File: src/sv/ccpi_pkg.sv
// Shared types, codes and helpers for the class constant pool indexer.
package ccpi_pkg;

    localparam int MAX_ENTRIES = 256;
    localparam int CP_AW = $clog2(MAX_ENTRIES);
    localparam logic [16:0] MAX_CNT = 17'(MAX_ENTRIES);
    localparam int MEM_W = 56;

    localparam logic [2:0] ST_FOUND   = 3'd0;
    localparam logic [2:0] ST_BAD_IDX = 3'd1;
    localparam logic [2:0] ST_PARSED  = 3'd2;
    localparam logic [2:0] ST_BAD_TAG = 3'd3;
    localparam logic [2:0] ST_TOO_BIG = 3'd4;

    localparam logic [7:0] TAG_UTF8    = 8'd1;
    localparam logic [7:0] TAG_LONG    = 8'd5;
    localparam logic [7:0] TAG_DOUBLE  = 8'd6;
    localparam logic [7:0] TAG_CLASS   = 8'd7;
    localparam logic [7:0] TAG_STRING  = 8'd8;
    localparam logic [7:0] TAG_FIELD   = 8'd9;
    localparam logic [7:0] TAG_METHOD  = 8'd10;
    localparam logic [7:0] TAG_IMETHOD = 8'd11;
    localparam logic [7:0] TAG_NAT     = 8'd12;

    localparam logic [2:0] MODE_NAME_OF = 3'd1;
    localparam logic [2:0] MODE_MCLASS  = 3'd2;
    localparam logic [2:0] MODE_NAME    = 3'd3;
    localparam logic [2:0] MODE_DESC    = 3'd4;

    localparam logic [15:0] POS_COUNT_HI = 16'd8;
    localparam logic [15:0] POS_COUNT_LO = 16'd9;

    typedef enum logic [6:0] {
        PH_IDLE   = 7'b0000001,
        PH_HEADER = 7'b0000010,
        PH_TAG    = 7'b0000100,
        PH_ULEN   = 7'b0001000,
        PH_BODY   = 7'b0010000,
        PH_DONE   = 7'b0100000,
        PH_HALT   = 7'b1000000
    } t_phase;

    typedef enum logic [4:0] {
        CH_FINAL  = 5'b00001,
        CH_NAME   = 5'b00010,
        CH_MCLASS = 5'b00100,
        CH_MEMBER = 5'b01000,
        CH_NAT    = 5'b10000
    } t_chain;

    typedef struct packed {
        logic capture;
        logic byte_step;
        logic long_wr;
        logic check;
        logic eval;
        logic load_out;
    } t_cmd;

    typedef struct packed {
        logic byte_res;
        logic byte_long;
        logic has_res;
        logic idx_ok;
        logic hop;
    } t_sts;

    function automatic logic [3:0] body_length(input logic [7:0] t);
        logic [3:0] len;
        len = 4'd0;
        unique case (t)
            8'd1, 8'd7, 8'd8, 8'd16:                         len = 4'd2;
            8'd15:                                           len = 4'd3;
            8'd3, 8'd4, 8'd9, 8'd10, 8'd11, 8'd12, 8'd18:    len = 4'd4;
            8'd5, 8'd6:                                      len = 4'd8;
            default:                                         len = 4'd0;
        endcase
        return len;
    endfunction

    function automatic logic is_member(input logic [7:0] t);
        return (t == TAG_FIELD) || (t == TAG_METHOD) || (t == TAG_IMETHOD);
    endfunction

endpackage

File: src/sv/ccpi_ctrl.sv
// Sequencer for byte parsing, table lookups and result hand-off.
module ccpi_ctrl (
    input  logic           i_clk,
    input  logic           i_rst_n,
    input  logic           i_valid,
    input  logic           i_kind,
    input  logic           i_out_valid,
    input  logic           i_out_stall,
    input  ccpi_pkg::t_sts i_sts,
    output ccpi_pkg::t_cmd o_cmd,
    output logic           o_in_stall
);
    import ccpi_pkg::*;

    typedef enum logic [5:0] {
        S_IDLE  = 6'b000001,
        S_BYTE  = 6'b000010,
        S_LONG2 = 6'b000100,
        S_CHECK = 6'b001000,
        S_EVAL  = 6'b010000,
        S_OUT   = 6'b100000
    } t_state;

    t_state r_state, n_state;
    logic   out_free;

    assign out_free   = !i_out_valid || !i_out_stall;
    assign o_in_stall = (r_state != S_IDLE);

    always_comb begin
        o_cmd           = '0;
        o_cmd.capture   = (r_state == S_IDLE) && i_valid;
        o_cmd.byte_step = (r_state == S_BYTE);
        o_cmd.long_wr   = (r_state == S_LONG2);
        o_cmd.check     = (r_state == S_CHECK);
        o_cmd.eval      = (r_state == S_EVAL);
        o_cmd.load_out  = (r_state == S_OUT) && out_free;
    end

    always_comb begin
        n_state = r_state;
        unique case (r_state)
            S_IDLE: begin
                if (i_valid) n_state = i_kind ? S_CHECK : S_BYTE;
            end
            S_BYTE: begin
                if (i_sts.byte_long)     n_state = S_LONG2;
                else if (i_sts.byte_res) n_state = S_OUT;
                else                     n_state = S_IDLE;
            end
            S_LONG2: n_state = i_sts.has_res ? S_OUT : S_IDLE;
            S_CHECK: n_state = i_sts.idx_ok ? S_EVAL : S_OUT;
            S_EVAL:  n_state = i_sts.hop ? S_CHECK : S_OUT;
            S_OUT: begin
                if (out_free) n_state = S_IDLE;
            end
            default: n_state = S_IDLE;
        endcase
    end

    always_ff @(posedge i_clk) begin
        if (!i_rst_n) begin
            r_state <= S_IDLE;
        end else begin
            r_state <= n_state;
        end
    end

endmodule

File: config.mk
export PLATFORM = sky130hd
export DESIGN_NAME = ccpi_ctrl
export DESIGN_NICKNAME = d
export VERILOG_FILES = /design/src/sv/ccpi_pkg.sv /design/src/sv/ccpi_ctrl.sv
export SDC_FILE = /design/constraint.sdc
export NUM_CORES = 1
export LEC_CHECK = 0
export ABC_AREA = 1
export BUFFER_PORTS_ARGS = -buffer_cell sky130_fd_sc_hd__buf_2
export CAP_MARGIN = 20
export CELL_PAD_IN_SITES_DETAIL_PLACEMENT = 1
export CELL_PAD_IN_SITES_GLOBAL_PLACEMENT = 1
export CORE_MARGIN = 2
export CORE_UTILIZATION = 30
export CTS_CLUSTER_DIAMETER = 100
export CTS_CLUSTER_SIZE = 30
export DETAILED_ROUTE_END_ITERATION = 7
export HOLD_SLACK_MARGIN = 0.05
export PLACE_DENSITY = 0.82
export SYNTH_ARGS = -nofsm -noshare
export SYNTH_HDL_FRONTEND = slang
export SYNTH_SLANG_ARGS = --single-unit
File: constraint.sdc
create_clock -name i_clk -period 1.15 [get_ports i_clk]
set_input_delay 0.115 -clock i_clk [delete_from_list [all_inputs] [get_ports i_clk]]
set_output_delay 0.115 -clock i_clk [all_outputs]
set_load 0.03 [all_outputs]
==> results.yml <==
detailed_routing:
  drt-initial-drc-count: 2
  ant_nets: 0
  via_count: 659
  wl_per_cell_um: 17.0
  viasPerCell: 5.11
  drt_pass1_iterations: 4
  drc: 0
  wirelength_um: 2200
power:
  power_uw: 860
  leakage_uw: 0.000474
  power_density_nw_per_um2: 960
  ir_drop_uv: 694
logic_synthesis:
  synth.most_common_cell: "inv_1"
  yosys.area_share.simple_pct: 49.2
  synthAdderAreaFrac_pct: 0
  syn_avg_cell_area_um2: 6.33
  netlist_instances: 72
  yosysSeqAreaShare_pct: 26.4
  ys_types: 17
  async_reset_ff_share_pct: 0
  ys.flop_type: "dfxtp_1"
  syn_area_um2: 455
  synth_top_cell_by_area: "dfxtp_1"
  synth_seq_cells: 6
  synth_top_area_share_pct: 26.4
  synth_fp_nets: 83
  synth_compound_area_share_pct: 8.79
  yosys-top-cells-area: "dfxtp_1 (26%), inv_1 (15%), nand2_1 (12%)"
  muxShareOfSynthArea_pct: 0
  synth_top_family_by_area: "simple AND/OR/NAND/NOR gates"
  synth_xor_area_share_pct: 0
  synth_edf_count: 0
  ys_top_cells_by_count: "inv_1 (18), nand2_1 (15), nor2_1 (8)"
  yosysWarningCount: 0
timing:
  slew_headroom_pct: 80.6
  setup_viol: 10
  fmax_mhz: 721
  worst_pin_slew_ns: 0.288
  worst_slack_ns: -0.237
  fin_crit_ns: 1.39
  finalCritPeriodShare_pct: 121
  grt_setup_unrepaired: "yes"
  final_hold_viol_count: 0
  fin_skew_ns: 0.0190
  whs_ns: 0.105
  drv_slew: 0
grt:
  grt_pass1_wl_um: 2930
  antenna_found_initial: 0
  grt_overflow: 0
  grt_max_degree: 8
  grt_use_total_pct: 22.2
  grt_pass1_vias: 650
final_layout:
  largest_reg_flops: 6
  layout-drive-gt1-share_pct: 61.1
  diodes: 0
  post-route-util_pct: 60.9
  layout.cells.non_filler: 129
  largest_register: "r_state"
  n_fill_cell: 190
  top_regs: "r_state x6"
  area_growth_pct: 96.7
  nNetsFinal: 126
clock_tree:
  clockBufferDepth: 2
  clkLatencyLatePin_ns: 0.28
  cts_root_buffer: "clkbuf_4"
  cts.htree.levels: 1
  tritoncts: "done"
  cts.clk_slew.worst_paths_ns: 0.07
  numCtsBuffers: 3
  cts_sinks: 6
setup_path:
  reg2reg_depth: 10
  rrSetupSlack_ns: -0.20
  slowest_stage: "dfxtp_4"
  slowest_delay_ns: 0.36
  endpoint_kind: "output pin"
  r2r_start: "r_state[3]"
  cp.required_ns: 1.03
  arrival_ns: 1.27
  path_cells: "nor2_4, nand2_2, nor4_2, buf_4"
  reg2reg_to: "r_state[0]"
  start_kind: "flop"
  cp_max_fo: 3
  crit_type: "flop to output pin"
worst_hold_path:
  hold_class: "input port to flop"
  hold_path_end: "r_state[2]"
  min-delay-start: "i_sts[3]"
  min_delay_path_depth: 3
die:
  initial_core_util_pct: 31.0
  num_io_pins: 18
  design.core.area_um2: 1470
  die-area_um2: 1850
  die_h_um: 43.0
  rows: 14
  die_w_um: 43.0
placed_design:
  place.gp.congestion: 0.726
  pre_cts_slack_ns: -0.0404
  place_inst: 108
  numPortBuffers: 17
  hpwl_um: 1090
run:
  drv_cap: 0
outcome:
  violations: "setup timing"
  status: "complete, but fails checks"
per-layer routing:
metal / wire, µm / GRT usage (%) / part of all wire (%) / up-vias
li1: - / - / - / 308
met4: 119 / 13.9 / 5.4 / 0
met5: 0 / 0 / 0 / -
met1: 885 / 25.0 / 40 / 311
met3: 89 / 5.11 / 4.1 / 13
met2: 1100 / 37.3 / 50 / 27
logic make-up (layout without fill, tap and decap cells):
group,after synthesis,in the layout
AND/OR/NAND/NOR,42,42
buffers and inverters,19,60
flip-flops,6,6
AO/OA/AOI/OAI,5,5
stage by stage:
| stage | TNS [ns] | area (µm²) |
|---|---|---|
| detailed placement | -0.109 | 603 |
| CTS | -1.28 | 810 |
| global route | -2.43 | 896 |
| global placement | -0.0117 | 603 |
| floorplan | -0.319 | 475 |
| finish | -1.86 | 896 |
worst max path at each step:
| stage | startpoint | endpoint | slack, ns | depth (start not counted) |
|---|---|---|---|---|
| floorplan | r_state[3] | o_cmd[0] | -0.13 | 3 |
| global placement | r_state[3] | r_state[0] | -0.009 | 8 |
| detailed placement | r_state[3] | r_state[0] | -0.04 | 8 |
| CTS | r_state[0] | o_cmd[0] | -0.18 | 4 |
| global route | r_state[3] | r_state[0] | -0.29 | 10 |
| finish | r_state[3] | o_cmd[0] | -0.24 | 4 |
cells in the final DEF, fill, tap and decap left out:
master and n:
o21ai_2 1, nand3_2 1, o21ai_1 1, nand2_4 1, buf_6 12, inv_2 4
inv_1 15, nor2_2 1, clkbuf_4 3, buf_2 10, dfxtp_4 2, buf_4 14
nand2_1 13, dfxtp_2 4, nand3_1 2, nand2_2 3, nor4_2 2, a211oi_2 1
nor3_1 1, nand4_4 1, a21oi_2 2, nor2_1 6, dlygate4sd3_1 2, nand4_1 4
nor2_4 5, nand3_4 2
what timing repair did:
action                                  4_1_cts  5_1_grt
endpoints found under the hold margin         2        0
hold buffers                                  2        0
gates resized for setup                      27       13
setup buffers                                11        5
pin swaps                                     8        6
endpoints found under the setup margin       10       12
critical path, delay by kind of cell (launching register included):
family	cells	cell delay, ns
buf+inv	1	0.21
simple gates	3	0.42
flops	1	0.36
power by group:
group	total (µW)	leakage, µW	switching [µW]	internal (µW)
Sequential	240	0.0000516	18.4	221
Combinational	381	0.000409	210	172
Clock	239	0.0000138	119	121
layout make-up:
| type | count | area (µm²) | share of cell area, % |
|---|---|---|---|
| Timing Repair Buffer | 38 | 310 | 34.6 |
| Multi-Input combinational cell | 47 | 339 | 37.8 |
| Inverter | 19 | 71.3 | 7.96 |
| Tap cell | 16 | 20.0 | 2.23 |
| Sequential cell | 6 | 133 | 14.8 |
| Clock buffer | 3 | 22.5 | 2.51 |
Power figures use the tool's default switching activity.
